**src/rtl/acmt_pkg.sv**
```systemverilog
// Shared types, constants and AES round functions for the AES-CMAC tag block.
package acmt_pkg;

   localparam logic [7:0] CSR_KEY_HIGH = 8'd0;
   localparam logic [7:0] CSR_KEY_LOW  = 8'd1;
   localparam logic [7:0] PAD_BYTE     = 8'h80;
   localparam logic [7:0] RB_CONST     = 8'h87;
   localparam logic [3:0] LAST_ROUND   = 4'd10;

   typedef enum logic [1:0] {
      JOB_CHAIN,      // full block, more data follows
      JOB_CHAIN_ONE,  // full block chained, then a final block of one byte
      JOB_FIN_FULL,   // final block complete, use K1
      JOB_FIN_PART    // final block already padded, use K2
   } job_kind_type;

   typedef struct packed {
      job_kind_type kind;
      logic [7:0]   tail_byte;
      logic [127:0] blk;
   } job_type;

   localparam logic [7:0] SBOX [256] = '{
      8'h63,8'h7c,8'h77,8'h7b,8'hf2,8'h6b,8'h6f,8'hc5,8'h30,8'h01,8'h67,8'h2b,8'hfe,8'hd7,8'hab,8'h76,
      8'hca,8'h82,8'hc9,8'h7d,8'hfa,8'h59,8'h47,8'hf0,8'had,8'hd4,8'ha2,8'haf,8'h9c,8'ha4,8'h72,8'hc0,
      8'hb7,8'hfd,8'h93,8'h26,8'h36,8'h3f,8'hf7,8'hcc,8'h34,8'ha5,8'he5,8'hf1,8'h71,8'hd8,8'h31,8'h15,
      8'h04,8'hc7,8'h23,8'hc3,8'h18,8'h96,8'h05,8'h9a,8'h07,8'h12,8'h80,8'he2,8'heb,8'h27,8'hb2,8'h75,
      8'h09,8'h83,8'h2c,8'h1a,8'h1b,8'h6e,8'h5a,8'ha0,8'h52,8'h3b,8'hd6,8'hb3,8'h29,8'he3,8'h2f,8'h84,
      8'h53,8'hd1,8'h00,8'hed,8'h20,8'hfc,8'hb1,8'h5b,8'h6a,8'hcb,8'hbe,8'h39,8'h4a,8'h4c,8'h58,8'hcf,
      8'hd0,8'hef,8'haa,8'hfb,8'h43,8'h4d,8'h33,8'h85,8'h45,8'hf9,8'h02,8'h7f,8'h50,8'h3c,8'h9f,8'ha8,
      8'h51,8'ha3,8'h40,8'h8f,8'h92,8'h9d,8'h38,8'hf5,8'hbc,8'hb6,8'hda,8'h21,8'h10,8'hff,8'hf3,8'hd2,
      8'hcd,8'h0c,8'h13,8'hec,8'h5f,8'h97,8'h44,8'h17,8'hc4,8'ha7,8'h7e,8'h3d,8'h64,8'h5d,8'h19,8'h73,
      8'h60,8'h81,8'h4f,8'hdc,8'h22,8'h2a,8'h90,8'h88,8'h46,8'hee,8'hb8,8'h14,8'hde,8'h5e,8'h0b,8'hdb,
      8'he0,8'h32,8'h3a,8'h0a,8'h49,8'h06,8'h24,8'h5c,8'hc2,8'hd3,8'hac,8'h62,8'h91,8'h95,8'he4,8'h79,
      8'he7,8'hc8,8'h37,8'h6d,8'h8d,8'hd5,8'h4e,8'ha9,8'h6c,8'h56,8'hf4,8'hea,8'h65,8'h7a,8'hae,8'h08,
      8'hba,8'h78,8'h25,8'h2e,8'h1c,8'ha6,8'hb4,8'hc6,8'he8,8'hdd,8'h74,8'h1f,8'h4b,8'hbd,8'h8b,8'h8a,
      8'h70,8'h3e,8'hb5,8'h66,8'h48,8'h03,8'hf6,8'h0e,8'h61,8'h35,8'h57,8'hb9,8'h86,8'hc1,8'h1d,8'h9e,
      8'he1,8'hf8,8'h98,8'h11,8'h69,8'hd9,8'h8e,8'h94,8'h9b,8'h1e,8'h87,8'he9,8'hce,8'h55,8'h28,8'hdf,
      8'h8c,8'ha1,8'h89,8'h0d,8'hbf,8'he6,8'h42,8'h68,8'h41,8'h99,8'h2d,8'h0f,8'hb0,8'h54,8'hbb,8'h16
   };

   function automatic logic [7:0] xtime(input logic [7:0] a);
      xtime = {a[6:0], 1'b0} ^ (a[7] ? 8'h1b : 8'h00);
   endfunction

   // byte i of a block sits at bits 127-8i
   function automatic logic [127:0] sub_shift(input logic [127:0] s);
      logic [127:0] o;
      o = '0;
      for (int r = 0; r < 4; r++) begin
         for (int c = 0; c < 4; c++) begin
            o[127 - 8 * (r + 4 * c) -: 8] = SBOX[s[127 - 8 * (r + 4 * ((c + r) % 4)) -: 8]];
         end
      end
      return o;
   endfunction

   function automatic logic [127:0] mix_cols(input logic [127:0] s);
      logic [127:0] o;
      logic [7:0] a0, a1, a2, a3, all;
      o = '0;
      for (int c = 0; c < 4; c++) begin
         a0 = s[127 - 32 * c -: 8];
         a1 = s[119 - 32 * c -: 8];
         a2 = s[111 - 32 * c -: 8];
         a3 = s[103 - 32 * c -: 8];
         all = a0 ^ a1 ^ a2 ^ a3;
         o[127 - 32 * c -: 8] = a0 ^ all ^ xtime(a0 ^ a1);
         o[119 - 32 * c -: 8] = a1 ^ all ^ xtime(a1 ^ a2);
         o[111 - 32 * c -: 8] = a2 ^ all ^ xtime(a2 ^ a3);
         o[103 - 32 * c -: 8] = a3 ^ all ^ xtime(a3 ^ a0);
      end
      return o;
   endfunction

   function automatic logic [127:0] key_next(input logic [127:0] rk, input logic [7:0] rcon);
      logic [31:0] t, n0, n1, n2, n3;
      t  = {SBOX[rk[23:16]] ^ rcon, SBOX[rk[15:8]], SBOX[rk[7:0]], SBOX[rk[31:24]]};
      n0 = rk[127:96] ^ t;
      n1 = rk[95:64] ^ n0;
      n2 = rk[63:32] ^ n1;
      n3 = rk[31:0] ^ n2;
      return {n0, n1, n2, n3};
   endfunction

   function automatic logic [127:0] cmac_double(input logic [127:0] v);
      cmac_double = {v[126:0], 1'b0} ^ (v[127] ? {120'd0, RB_CONST} : 128'd0);
   endfunction

endpackage

```
**src/rtl/acmt_fifo.sv**
```systemverilog
// Two-entry job queue between the front end and the AES back end.
module acmt_fifo
   import acmt_pkg::*;
(
   input  logic    clock,
   input  logic    reset,
   input  logic    push,
   input  job_type push_job,
   output logic    full,
   input  logic    pop,
   output logic    empty,
   output job_type pop_job
);

   job_type    mem_ff [2];
   logic       wr_ff, rd_ff;
   logic [1:0] cnt_ff;

   assign full    = cnt_ff == 2'd2;
   assign empty   = cnt_ff == 2'd0;
   assign pop_job = mem_ff[rd_ff];

   always_ff @(posedge clock) begin
      if (push) mem_ff[wr_ff] <= push_job;
      if (reset) begin
         wr_ff  <= 1'b0;
         rd_ff  <= 1'b0;
         cnt_ff <= 2'd0;
      end else begin
         if (push) wr_ff <= !wr_ff;
         if (pop) rd_ff <= !rd_ff;
         cnt_ff <= cnt_ff + 2'(push) - 2'(pop);
      end
   end

endmodule

```
**config.mk**
```make
export PLATFORM = sky130hd
export DESIGN_NAME = acmt_fifo
export DESIGN_NICKNAME = d
export VERILOG_FILES = /design/src/rtl/acmt_pkg.sv /design/src/rtl/acmt_fifo.sv
export SDC_FILE = /design/constraint.sdc
export NUM_CORES = 1
export LEC_CHECK = 0
export ABC_AREA = 1
export BUFFER_PORTS_ARGS = -buffer_cell sky130_fd_sc_hd__buf_4
export CAP_MARGIN = 10
export CORE_MARGIN = 1.5
export CORE_UTILIZATION = 51
export DETAILED_ROUTE_END_ITERATION = 16
export PLACE_DENSITY_LB_ADDON = 0.3
export RECOVER_POWER = 50
export SYNTH_ARGS = -nofsm -noshare
export SYNTH_HDL_FRONTEND = slang
export SYNTH_SLANG_ARGS = --single-unit
export TNS_END_PERCENT = 50
```
**constraint.sdc**
```tcl
create_clock -name clock -period 7.84 [get_ports clock]
set_clock_uncertainty 0.2 [all_clocks]
set_input_delay 0.392 -clock clock [delete_from_list [all_inputs] [get_ports clock]]
set_output_delay 0.392 -clock clock [all_outputs]
set_load 0.02 [all_outputs]
```
# --- Word level (Yosys, flattened, before mapping) ---
# Memory sizes are Yosys's and may differ from the RTL's. A register that Yosys moved wholly into a read port is not among the register bits.
# Index checks and enable logic that the tools add are counted.
op_classes:
  mux: 4
  n_reduce_logical: 3
  n_addsub: 2
  eq_ne: 1
op_table:
  columns: ["op", "n"]
  rows:
  - ["two-way mux 1 bit", 4]
  - ["adder 2 x 1 -> 2 bit", 1]
  - ["== test 2 bit (second input constant)", 1]
  - ["logical NOT 1 bit", 2]
  - ["logical NOT 2 bit", 1]
  - ["subtractor 2 x 1 -> 2 bit", 1]
totals:
  mem_count: 1
  in_bits: 142
  ram_bits: 276
  wordCells: 14
  output_inout_bits: 140
  reg_bits: 4
mem_list:
  columns: ["name", "words", "width", "read_ports", "rd_ports_with_merged_regs", "wr", "line", "source"]
  rows:
  - ["mem_ff", 2, 138, 1, 1, 1, "acmt_fifo.sv:15", "job_type mem_ff [2];"]

# --- Logic depth before layout (Yosys ltp) ---
logic_depth:
  depth_word: 3
  ltp_mapped: 7
  depth_no_buf: 7

# --- Least setup slack after synthesis ---
# OpenSTA, ideal clock, no wires.
synth_path:
  path_type: "input to register"
  startpoint: "input push"
  endpoint: "memory mem_ff[0][0] (netlist bit) (enable)"
  t_required_ns: 6.999
  path_slack_ns: 0.796
  cell_stages: 2
  path_buffers: 0
  arrival_ns: 6.203
  path_cell_list: "inv_1 > nor2_1"
synth_between:
  elab_chain_len: 2
synth_lines:
  columns: ["element", "line", "source"]
  rows:
  - ["start, declared", "acmt_fifo.sv:7", "input logic push,"]
  - ["two-way mux 1 bit", "acmt_fifo.sv:24", "if (push) mem_ff[wr_ff] <= push_job;"]
  - ["two-way mux 1 bit (not written as such)", "acmt_fifo.sv:24", null]
  - ["end, declared", "acmt_fifo.sv:15", null]
# Every way passes these cells.

# --- Worst setup path after layout ---
layout_path:
  startpoint: "input push"
  endpoint: "memory mem_ff[1][81] (netlist bit) (enable)"
# Same word-level chain as after synthesis.

==> metrics.yaml <==
internal_power_mw: 2.836
final_area_um2: 14810
viasPerCell: 4.966
avgSynthCellArea_um2: 22.24
worst_pin_slew_ns: 3.535
initial_core_util: 0.5221
setup_violations: 0
most-common-layout-cells: "edfxtp_1 (276), dlygate4sd3_1 (142), buf_4 (142)"
final_common_cell: "edfxtp_1"
required_ns: 7.88
reg2reg_slack_ns: 3.95
finalSetupTns_ns: 0
hold_violations: 0
end_kind: "flip-flop"
gp_congestion: 0.7120
cp_cell_sequence: "dlygate4sd3_1 -> clkbuf_1 -> nand2_1 -> clkinvlp_2 -> buf_4 -> buf_16"
ir_drop_mv: 0.2003
antenna_found_initial: 0
nets: 1047
p_sw_mw: 0.8065
wl_um: 22270
finalCriticalPeriod_ns: 4.163
drv_slew: 114
cts.sinks: 281
netlist_area_um2: 10230
rows: 51
synth_top_area_frac: 0.8103
ys_seq_elements: 281
die_h_um: 144.6
yosys_warnings: 0
syn_nets: 604
clock_power_share: 0.374
dpl_cell_area_um2: 12550
cts-buffers-inserted: 28
yosysUniqueCellTypes: 13
powerDensity_nw_per_um2: 245.9
grtUsageTotal: 0.2085
die_w_um: 144.6
overflow: 0
status: "complete, but fails checks"
maxSlewHeadroom: -1.357
fp.dieArea_um2: 20910
clockBufferDepth: 3
finalCritPeriodShare: 0.5309
dpl.cell_count: 995
diodes: 0
utilization: 0.7562
slowest_delay_ns: 1.73
core_area_um2: 19590
drc_errors: 0
num_io_pins: 282
maxCapViolCount: 2
drtPass1Iterations: 4
seq_area_frac_synth: 0.8201
yosys.area.top_type: "edfxtp_1"
fmax_mhz: 240.2
h-tree-depth: 1
clock_latency_ns: 0.51
layoutNonFillerInstCount: 1190
min_path_type: "flip-flop to flip-flop"
grt_pass1_vias: 6274
post_cts_resized: 0
synth_area_leaders: "edfxtp_1 (81%), mux2_2 (15%), buf_6 (1.5%)"
dpl.hpwl_um: 12770
worstPathArrival_ns: 4.20
antenna_left: 0
worstSetupPathType: "input pin to flip-flop"
comb_power_share: 0.138
leakage_nw: 5.506
failed_checks: "max-capacitance violations, max-slew violations"
start_kind: "input pin"
vias: 5909
first_iter_violations: 286
port_buffers: 281
dp_slack_ns: 4.783
whs_ns: 0.3268
clockRootBuffer: "clkbuf_16"
setup_slack_ns: 3.677
detail_route.wl_per_cell_um: 18.71
total_power_mw: 3.642
netSwitchingFraction: 0.2214
cts_tree: "yes"
syn2layout_area_growth_pct: 44.83
synth_cells: 460
p_seq_frac: 0.487
grt_max_degree: 90
drive_above_1_share: 0.4627
clk_pin_slew_worst_paths_ns: 0.06
crit_path_max_fanout: 69
cp_slowest_cell: "clkinvlp_2"
grt_pass1_wl_um: 32920
rsz0062_at_grt: "false"
## cell families after synthesis
family / count (synthesis) / share of synthesized area
AOI/OAI and AO/OA: 1 / 0.0004888
muxes: 138 / 0.1519
and+or+nand+nor: 14 / 0.005381
DFF: 281 / 0.8201
adders and majority gates: 2 / 0.002446
xor gates and xnor gates: 1 / 0.0008564
buffers and inverters: 23 / 0.01884
## worst paths after layout
| path | endpoint | cells past startpoint | startpoint |
|---|---|---|---|
| max | mem_ff[1][81]$_DFFE_PP_ | 6 | push |
| max reg2reg | mem_ff[1][81]$_DFFE_PP_ | 4 | wr_ff$_SDFFE_PP0P_ |
| min | rd_ff$_SDFFE_PP0P_ | 2 | rd_ff$_SDFFE_PP0P_ |
| min reg2reg | rd_ff$_SDFFE_PP0P_ | 2 | rd_ff$_SDFFE_PP0P_ |
## synth_stat cells (all sizes together)
cell / number
nor3: 1
nand2: 4
dfxtp: 5
buf: 15
a21oi: 1
xnor2: 1
ha: 2
edfxtp: 276
inv: 8
nor2: 8
mux2: 138
nand3: 1
## metal layers
| layer | up-vias | global-route usage | wire, um |
|---|---|---|---|
| met5 | - | 0 | 0 |
| met4 | 0 | 0.06433 | 543 |
| met3 | 45 | 0.05199 | 1666 |
| met2 | 243 | 0.3767 | 11950 |
| met1 | 2911 | 0.2448 | 8112 |
| li1 | 2710 | - | - |
## power by group through the flow
stage               Combinational [mW]  Sequential [mW]  Clock [mW]
floorplan                        0.261             1.80           0
global placement                 0.441             1.80           0
detailed placement               0.451             1.80           0
CTS                              0.514             1.77        1.39
global route                     0.535             1.78        1.46
finish                           0.504             1.77        1.36
## registers in the layout (all words and copies together), names as in the netlist, named ones only
signal / flops
wr_ff: 1
rd_ff: 1
cnt_ff: 2
mem_ff: 276
## final cells by class
| type | count | area (um2) |
|---|---|---|
| Clock buffer | 37 | 755.7 |
| Timing Repair Buffer | 428 | 3450 |
| Sequential cell | 281 | 8392 |
| Tap cell | 265 | 331.6 |
| Clock inverter | 15 | 198.9 |
| Multi-Input combinational cell | 156 | 1655 |
| Inverter | 8 | 31.28 |
| Fill cell | 1103 | 4776 |
## worst max-delay path, delay by kind of cell
| family | cells | cell delay, ns |
|---|---|---|
| buffers and inverters | 5 | 3.61 |
| AND/OR/NAND/NOR | 1 | 0.11 |
## repair_timing
action                    CTS  global route
hold endpoints to repair  281             0
setup buffers               0             0
hold buffers              142             0
No activity file was read; power rests on OpenSTA's default activity.
