## src/rtl/acmt_pkg.sv

```systemverilog
// Shared types, constants and AES round functions for the AES-CMAC tag block.
package acmt_pkg;

   localparam logic [7:0] CSR_KEY_HIGH = 8'd0;
   localparam logic [7:0] CSR_KEY_LOW  = 8'd1;
   localparam logic [7:0] PAD_BYTE     = 8'h80;
   localparam logic [7:0] RB_CONST     = 8'h87;
   localparam logic [3:0] LAST_ROUND   = 4'd10;

   typedef enum logic [1:0] {
      JOB_CHAIN,      // full block, more data follows
      JOB_CHAIN_ONE,  // full block chained, then a final block of one byte
      JOB_FIN_FULL,   // final block complete, use K1
      JOB_FIN_PART    // final block already padded, use K2
   } job_kind_type;

   typedef struct packed {
      job_kind_type kind;
      logic [7:0]   tail_byte;
      logic [127:0] blk;
   } job_type;

   localparam logic [7:0] SBOX [256] = '{
      8'h63,8'h7c,8'h77,8'h7b,8'hf2,8'h6b,8'h6f,8'hc5,8'h30,8'h01,8'h67,8'h2b,8'hfe,8'hd7,8'hab,8'h76,
      8'hca,8'h82,8'hc9,8'h7d,8'hfa,8'h59,8'h47,8'hf0,8'had,8'hd4,8'ha2,8'haf,8'h9c,8'ha4,8'h72,8'hc0,
      8'hb7,8'hfd,8'h93,8'h26,8'h36,8'h3f,8'hf7,8'hcc,8'h34,8'ha5,8'he5,8'hf1,8'h71,8'hd8,8'h31,8'h15,
      8'h04,8'hc7,8'h23,8'hc3,8'h18,8'h96,8'h05,8'h9a,8'h07,8'h12,8'h80,8'he2,8'heb,8'h27,8'hb2,8'h75,
      8'h09,8'h83,8'h2c,8'h1a,8'h1b,8'h6e,8'h5a,8'ha0,8'h52,8'h3b,8'hd6,8'hb3,8'h29,8'he3,8'h2f,8'h84,
      8'h53,8'hd1,8'h00,8'hed,8'h20,8'hfc,8'hb1,8'h5b,8'h6a,8'hcb,8'hbe,8'h39,8'h4a,8'h4c,8'h58,8'hcf,
      8'hd0,8'hef,8'haa,8'hfb,8'h43,8'h4d,8'h33,8'h85,8'h45,8'hf9,8'h02,8'h7f,8'h50,8'h3c,8'h9f,8'ha8,
      8'h51,8'ha3,8'h40,8'h8f,8'h92,8'h9d,8'h38,8'hf5,8'hbc,8'hb6,8'hda,8'h21,8'h10,8'hff,8'hf3,8'hd2,
      8'hcd,8'h0c,8'h13,8'hec,8'h5f,8'h97,8'h44,8'h17,8'hc4,8'ha7,8'h7e,8'h3d,8'h64,8'h5d,8'h19,8'h73,
      8'h60,8'h81,8'h4f,8'hdc,8'h22,8'h2a,8'h90,8'h88,8'h46,8'hee,8'hb8,8'h14,8'hde,8'h5e,8'h0b,8'hdb,
      8'he0,8'h32,8'h3a,8'h0a,8'h49,8'h06,8'h24,8'h5c,8'hc2,8'hd3,8'hac,8'h62,8'h91,8'h95,8'he4,8'h79,
      8'he7,8'hc8,8'h37,8'h6d,8'h8d,8'hd5,8'h4e,8'ha9,8'h6c,8'h56,8'hf4,8'hea,8'h65,8'h7a,8'hae,8'h08,
      8'hba,8'h78,8'h25,8'h2e,8'h1c,8'ha6,8'hb4,8'hc6,8'he8,8'hdd,8'h74,8'h1f,8'h4b,8'hbd,8'h8b,8'h8a,
      8'h70,8'h3e,8'hb5,8'h66,8'h48,8'h03,8'hf6,8'h0e,8'h61,8'h35,8'h57,8'hb9,8'h86,8'hc1,8'h1d,8'h9e,
      8'he1,8'hf8,8'h98,8'h11,8'h69,8'hd9,8'h8e,8'h94,8'h9b,8'h1e,8'h87,8'he9,8'hce,8'h55,8'h28,8'hdf,
      8'h8c,8'ha1,8'h89,8'h0d,8'hbf,8'he6,8'h42,8'h68,8'h41,8'h99,8'h2d,8'h0f,8'hb0,8'h54,8'hbb,8'h16
   };

   function automatic logic [7:0] xtime(input logic [7:0] a);
      xtime = {a[6:0], 1'b0} ^ (a[7] ? 8'h1b : 8'h00);
   endfunction

   // byte i of a block sits at bits 127-8i
   function automatic logic [127:0] sub_shift(input logic [127:0] s);
      logic [127:0] o;
      o = '0;
      for (int r = 0; r < 4; r++) begin
         for (int c = 0; c < 4; c++) begin
            o[127 - 8 * (r + 4 * c) -: 8] = SBOX[s[127 - 8 * (r + 4 * ((c + r) % 4)) -: 8]];
         end
      end
      return o;
   endfunction

   function automatic logic [127:0] mix_cols(input logic [127:0] s);
      logic [127:0] o;
      logic [7:0] a0, a1, a2, a3, all;
      o = '0;
      for (int c = 0; c < 4; c++) begin
         a0 = s[127 - 32 * c -: 8];
         a1 = s[119 - 32 * c -: 8];
         a2 = s[111 - 32 * c -: 8];
         a3 = s[103 - 32 * c -: 8];
         all = a0 ^ a1 ^ a2 ^ a3;
         o[127 - 32 * c -: 8] = a0 ^ all ^ xtime(a0 ^ a1);
         o[119 - 32 * c -: 8] = a1 ^ all ^ xtime(a1 ^ a2);
         o[111 - 32 * c -: 8] = a2 ^ all ^ xtime(a2 ^ a3);
         o[103 - 32 * c -: 8] = a3 ^ all ^ xtime(a3 ^ a0);
      end
      return o;
   endfunction

   function automatic logic [127:0] key_next(input logic [127:0] rk, input logic [7:0] rcon);
      logic [31:0] t, n0, n1, n2, n3;
      t  = {SBOX[rk[23:16]] ^ rcon, SBOX[rk[15:8]], SBOX[rk[7:0]], SBOX[rk[31:24]]};
      n0 = rk[127:96] ^ t;
      n1 = rk[95:64] ^ n0;
      n2 = rk[63:32] ^ n1;
      n3 = rk[31:0] ^ n2;
      return {n0, n1, n2, n3};
   endfunction

   function automatic logic [127:0] cmac_double(input logic [127:0] v);
      cmac_double = {v[126:0], 1'b0} ^ (v[127] ? {120'd0, RB_CONST} : 128'd0);
   endfunction

endpackage

```

## src/rtl/acmt_front.sv

```systemverilog
// Front end: gathers message bytes into blocks and queues chain and final jobs.
module acmt_front
   import acmt_pkg::*;
(
   input  logic        clock,
   input  logic        reset,
   input  logic        req_tvalid,
   output logic        req_tready,
   input  logic [7:0]  req_tdata,
   input  logic        req_tuser,
   input  logic        req_tlast,
   input  logic        q_full,
   output logic        q_push,
   output job_type     q_job
);

   logic [7:0] buf_ff [16];
   logic [7:0] buf_in [16];
   logic [7:0] nb [16];
   logic [7:0] pad [16];
   logic [4:0] fill_ff, fill_in, n;
   logic       full, accept;

   function automatic logic [127:0] pack(input logic [7:0] b [16]);
      logic [127:0] o;
      o = '0;
      for (int i = 0; i < 16; i++) o[127 - 8 * i -: 8] = b[i];
      return o;
   endfunction

   assign req_tready = !q_full;
   assign accept     = req_tvalid && req_tready;
   assign full       = fill_ff[4];
   assign n          = fill_ff + 5'(req_tuser);

   always_comb begin
      for (int i = 0; i < 16; i++) begin
         nb[i] = (req_tuser && !full && fill_ff[3:0] == 4'(i)) ? req_tdata : buf_ff[i];
         if (5'(i) < n) pad[i] = nb[i];
         else if (5'(i) == n) pad[i] = PAD_BYTE;
         else pad[i] = 8'h00;
      end
   end

   always_comb begin
      buf_in = buf_ff;
      fill_in = fill_ff;
      q_push = 1'b0;
      q_job.kind = JOB_CHAIN;
      q_job.tail_byte = req_tdata;
      q_job.blk = pack(buf_ff);
      if (accept) begin
         if (req_tuser && full) begin
            buf_in[0] = req_tdata;
            fill_in = 5'd1;
            q_push = 1'b1;
            if (req_tlast) begin
               q_job.kind = JOB_CHAIN_ONE;
               fill_in = 5'd0;
            end
         end else begin
            buf_in = nb;
            fill_in = n;
            if (req_tlast) begin
               q_push = 1'b1;
               fill_in = 5'd0;
               if (n[4]) begin
                  q_job.kind = JOB_FIN_FULL;
                  q_job.blk = pack(nb);
               end else begin
                  q_job.kind = JOB_FIN_PART;
                  q_job.blk = pack(pad);
               end
            end
         end
      end
   end

   always_ff @(posedge clock) begin
      buf_ff <= buf_in;
      if (reset) begin
         fill_ff <= 5'd0;
      end else begin
         fill_ff <= fill_in;
      end
   end

endmodule

```

## config.mk

```make
export PLATFORM = sky130hd
export DESIGN_NAME = acmt_front
export DESIGN_NICKNAME = d
export VERILOG_FILES = /design/src/rtl/acmt_pkg.sv /design/src/rtl/acmt_front.sv
export SDC_FILE = /design/constraint.sdc
export NUM_CORES = 1
export LEC_CHECK = 0
export BUFFER_PORTS_ARGS = -buffer_cell sky130_fd_sc_hd__buf_2
export CAP_MARGIN = 15
export CORE_ASPECT_RATIO = 0.5
export CORE_MARGIN = 3
export CORE_UTILIZATION = 33
export CTS_BUF_LIST = sky130_fd_sc_hd__clkbuf_16
export CTS_CLUSTER_SIZE = 30
export DETAILED_ROUTE_END_ITERATION = 8
export PLACE_DENSITY_LB_ADDON = 0.25
export SYNTH_ARGS = -nofsm -noshare
export SYNTH_HDL_FRONTEND = slang
export SYNTH_SLANG_ARGS = --single-unit
```

## constraint.sdc

```tcl
create_clock -name clock -period 10.17 [get_ports clock]
set_input_delay 1.017 -clock clock [delete_from_list [all_inputs] [get_ports clock]]
set_output_delay 1.017 -clock clock [all_outputs]
set_load 0.1 [all_outputs]
```

# After elaboration in Yosys (flattened, before gate mapping)
# Index checks and enable logic that the tools add are counted.
# totals
regBits,133
input_bits,14
out_inout_bits,140
word_cells,153
# op_classes
addsub,1
order_cmp,16
eq_ne,30
mux,64
n_bitwise,1
reduce_logical,24
# op_table
cell,count
128-bit two-way mux,4
8-bit two-way mux,49
"4-bit by 5-bit == test with 1-bit output, first input constant",8
"4-bit by 5-bit less-than comparator with 1-bit output, first input constant",8
"4-bit == test, second input constant",8
"3-bit by 5-bit == test with 1-bit output, first input constant",4
"3-bit by 5-bit less-than comparator with 1-bit output, first input constant",4
1-bit logical AND,19
"4-bit by 3-bit == test with 1-bit output, second input constant",4
"2-bit by 5-bit == test with 1-bit output, first input constant",2
"1-bit by 5-bit less-than comparator with 1-bit output, first input constant",2
"2-bit by 5-bit less-than comparator with 1-bit output, first input constant",2
5-bit two-way mux,2
"4-bit by 2-bit == test with 1-bit output, second input constant",2
1-bit two-way mux,6
2-bit two-way mux,3
5-bit by 1-bit adder with 5-bit output,1
"1-bit by 5-bit == test with 1-bit output, first input constant",1
5-bit logical NOT,1
"4-bit by 1-bit == test with 1-bit output, second input constant",1
4-bit logical NOT,1
1-bit logical NOT,2
2-bit AND reduction,1
1-bit NOT,1

# Longest topological paths before layout
# logic_depth
ltp_word,9
mapped_depth,11
mapped_depth_nobuf,8

# Least setup slack after synthesis
# OpenSTA, ideal clock, no wires.
# synth_path
path_kind,input -> register
startpoint,input port q_full
endpoint,register buf_ff[0] (netlist bit) (enable)
setup_ps,638
arrival_ps,7442
required_ps,9532
path_slack_ps,2089
path_stages,3
path_buffers,0
cell_sequence,inv_2 > nand2_1 > a21oi_1
# synth_between
elab_chain_cells,3
# synth_lines
element,line,text
start: declaration,acmt_front.sv:12,"input logic q_full,"
1-bit logical NOT,acmt_front.sv:31,assign req_tready = !q_full;
1-bit logical AND,acmt_front.sv:32,assign accept = req_tvalid && req_tready;
2-bit AND reduction (no line),--,
end signal: assignment,acmt_front.sv:80,buf_ff <= buf_in;
end: declaration,acmt_front.sv:17,logic [7:0] buf_ff [16];
# Every way passes these cells.
# A chain may end at the register's enable or synchronous reset.

==> flow_summary.toml <==
[synthesis]
synth_flop_cell = "edfxtp_1"
synth-edff-count = 128
synth_area_leader_cell = "edfxtp_1"
syn-cell-area_mm2 = 0.00833
ys_ff_latch = 133
synth_nets = 809
synth.area.top_cells = "edfxtp_1 (46%), mux2_2 (13%), nand2_1 (7.7%), a22o_1 (6.0%), o21ai_0 (2.3%)"
ys_types = 78
synth_top_area_share = 0.461
netlist_instances = 793
avgSynthCellArea_um2 = 10.5
seq_area_frac_synth = 0.473
synth_warnings = 0
synth-async-reset-ratio = 0

[final_layout]
final_cell_mix = "nand2_1 (170), buf_2 (153), edfxtp_1 (128), mux2_2 (97), a22o_1 (57)"
layout.cells.most_common = "nand2_1"
stdcell_area_mm2 = 0.00991
multi_input_area_mm2 = 0.00399
final_nets = 920
seq_area_mm2 = 0.00394
finish.utilization = 0.406
syn_to_final_growth_pct = 18.9
drive_above_1_share = 0.354
fillCellCount = 2423

[clock_network]
root_buffer = "clkbuf_16"
post_cts_resized = 0
postCtsSetupRepairBufs = 0
path_clk_slew_ns = 0.05
cts.sinks = 133
clock_path_buffers = 2
cts_hold_buf = 0
cts_tree = "done"
numCtsBuffers = 17
clk_latency_ns = 0.42
htree_num_levels = 4

[floorplan]
core-area_mm2 = 0.0244
die-area_mm2 = 0.0273
rows = 40
num_io_pins = 154
dieWidth_um = 231
start_util = 0.341
die_y_um = 118

[outcome]
status = "finished clean"

[critical_path]
path_buf_inv = 5
startpoint_type = "primary input"
end_kind = "output pin"
path_max_fanout = 49
critPathTopFamily = "buffers and inverters"
cp_slowest_cell = "inv_2"
crit_path_max_incr_delay_ns = 0.89
critPathArrivalTime_ns = 4.89
path_cells = "buf_2 -> inv_2 -> nand2_1 -> inv_2 -> nand3_4 -> inv_2 -> nand3_1 -> a21oi_2 -> a32o_1 -> buf_2"
cpMostUsedCell = "inv_2"
cp_data_required_time_ns = 9.15
path_class = "in -> out"

[place]
portBuffers = 153
globalplace.congestion = 0.796
place_hpwl_um = 17100
placed_area_mm2 = 0.00925

[sta]
fmax_mhz = 169
period_share = 0.581
setup_viol = 0
fin_crit_ns = 5.91
rsz0062_at_grt = "false"
worstMarginPinSlew_ns = 0.992
max-slew-margin-rel = 0.336
skew_ns = 0.00672
setup_tns_ns = 0
hold_viol = 0
slew_violations = 0

[grt]
grt_max_degree = 67
grt_remaining_overflow = 0
first_global_vias = 6573
grt_use_total = 0.186
antenna_found_initial = 0
grt_first_pass_wirelength_um = 39800

[power_and_ir_drop]
power.leakage_nw = 3.97
ir_drop_v = 0.0000951
power_density_mw_per_mm2 = 170
fin_total_pwr_mw = 1.68

[route]
drt_pass1_iterations = 5
drc = 0
vias_per_cell = 5.46
detail_route.wl_per_cell_um = 20.8
drtIter0Drc = 609
wl_um = 26100
via_count = 6839
ant_nets = 0

[run]
maxCapViolCount = 0

[worst_hold_path]
hp-class = "reg -> reg"
worst reg2reg max path, cell delays in order (launching register included):
cell and delay, ns:
dfxtp_1 0.87, nand2_1 0.32, nor2b_1 0.81, mux2_2 0.44
cells by family after synthesis:
group	Yosys count	synth area share
xor gates and xnor gates	4	0.00511
and+or+nand+nor	258	0.148
muxes	108	0.144
adders and majority gates	2	0.00300
AOI/OAI and AO/OA	201	0.176
DFF	133	0.473
buffers and inverters	87	0.0506
cells in the mapped netlist, types with 4 or more instances:
cell type,n
nor2_1,15
a22o_1,57
nor3_1,7
nand2_1,170
o21ai_1,8
edfxtp_1,128
clkbuf_1,27
nor2_2,4
a21oi_1,31
a21oi_2,4
o31ai_1,8
a32o_1,7
inv_1,15
or3_1,4
dfxtp_1,5
o21ai_0,38
nand3_1,13
buf_2,25
mux2i_1,10
and3_1,5
a21o_1,4
buf_4,11
nand2b_1,5
mux2_2,97
nor2b_1,9
o211ai_1,8
power by group:
part	switching, mW	internal (mW)
logic	0.294	0.0551
clock network	0.244	0.457
registers	0.00963	0.623
path summary, 6_finish.rpt:
check | from | end | slack (ns) | cells past startpoint
setup / recovery | q_full | q_job[40] | 4.26 | 10
hold / removal | buf_ff[110] | buf_ff[110] | 0.55 | 2
setup reg to reg | fill_ff[1] | buf_ff[32] | 7.47 | 3
hold reg to reg | buf_ff[110] | buf_ff[110] | 0.55 | 2
final cells by class:
class / instances / share of cell area
Antenna cell: 1 / 0.000253
Clock buffer: 17 / 0.0429
Clock inverter: 14 / 0.0235
Inverter: 19 / 0.00720
Multi-Input combinational cell: 573 / 0.403
Sequential cell: 133 / 0.398
Tap cell: 336 / 0.0424
Timing Repair Buffer: 160 / 0.0826
flip-flops by register name, indices dropped and copies added, names as in the netlist:
register,flops
buf_ff,128
fill_ff,5
layer usage:
layer,part of all wire,up-vias,wire length (um),track usage
met5,0,-,0,0
met4,0.012,0,312,0.0414
met3,0.055,25,1430,0.0347
met2,0.45,185,11900,0.292
met1,0.48,3449,12500,0.268
li1,-,3180,-,-
per-stage QoR:
stage                     instances  hold WS [ns]  setup slack (ns)
after floorplan                 793         0.517              2.09
after global placement         1221         0.533              4.43
after detailed placement       1221         0.542              4.38
after CTS                      1252         0.557              4.38
after global routing           1252         0.588              3.96
final                          1253         0.554              4.26
No activity file was read; power rests on OpenSTA's default activity.
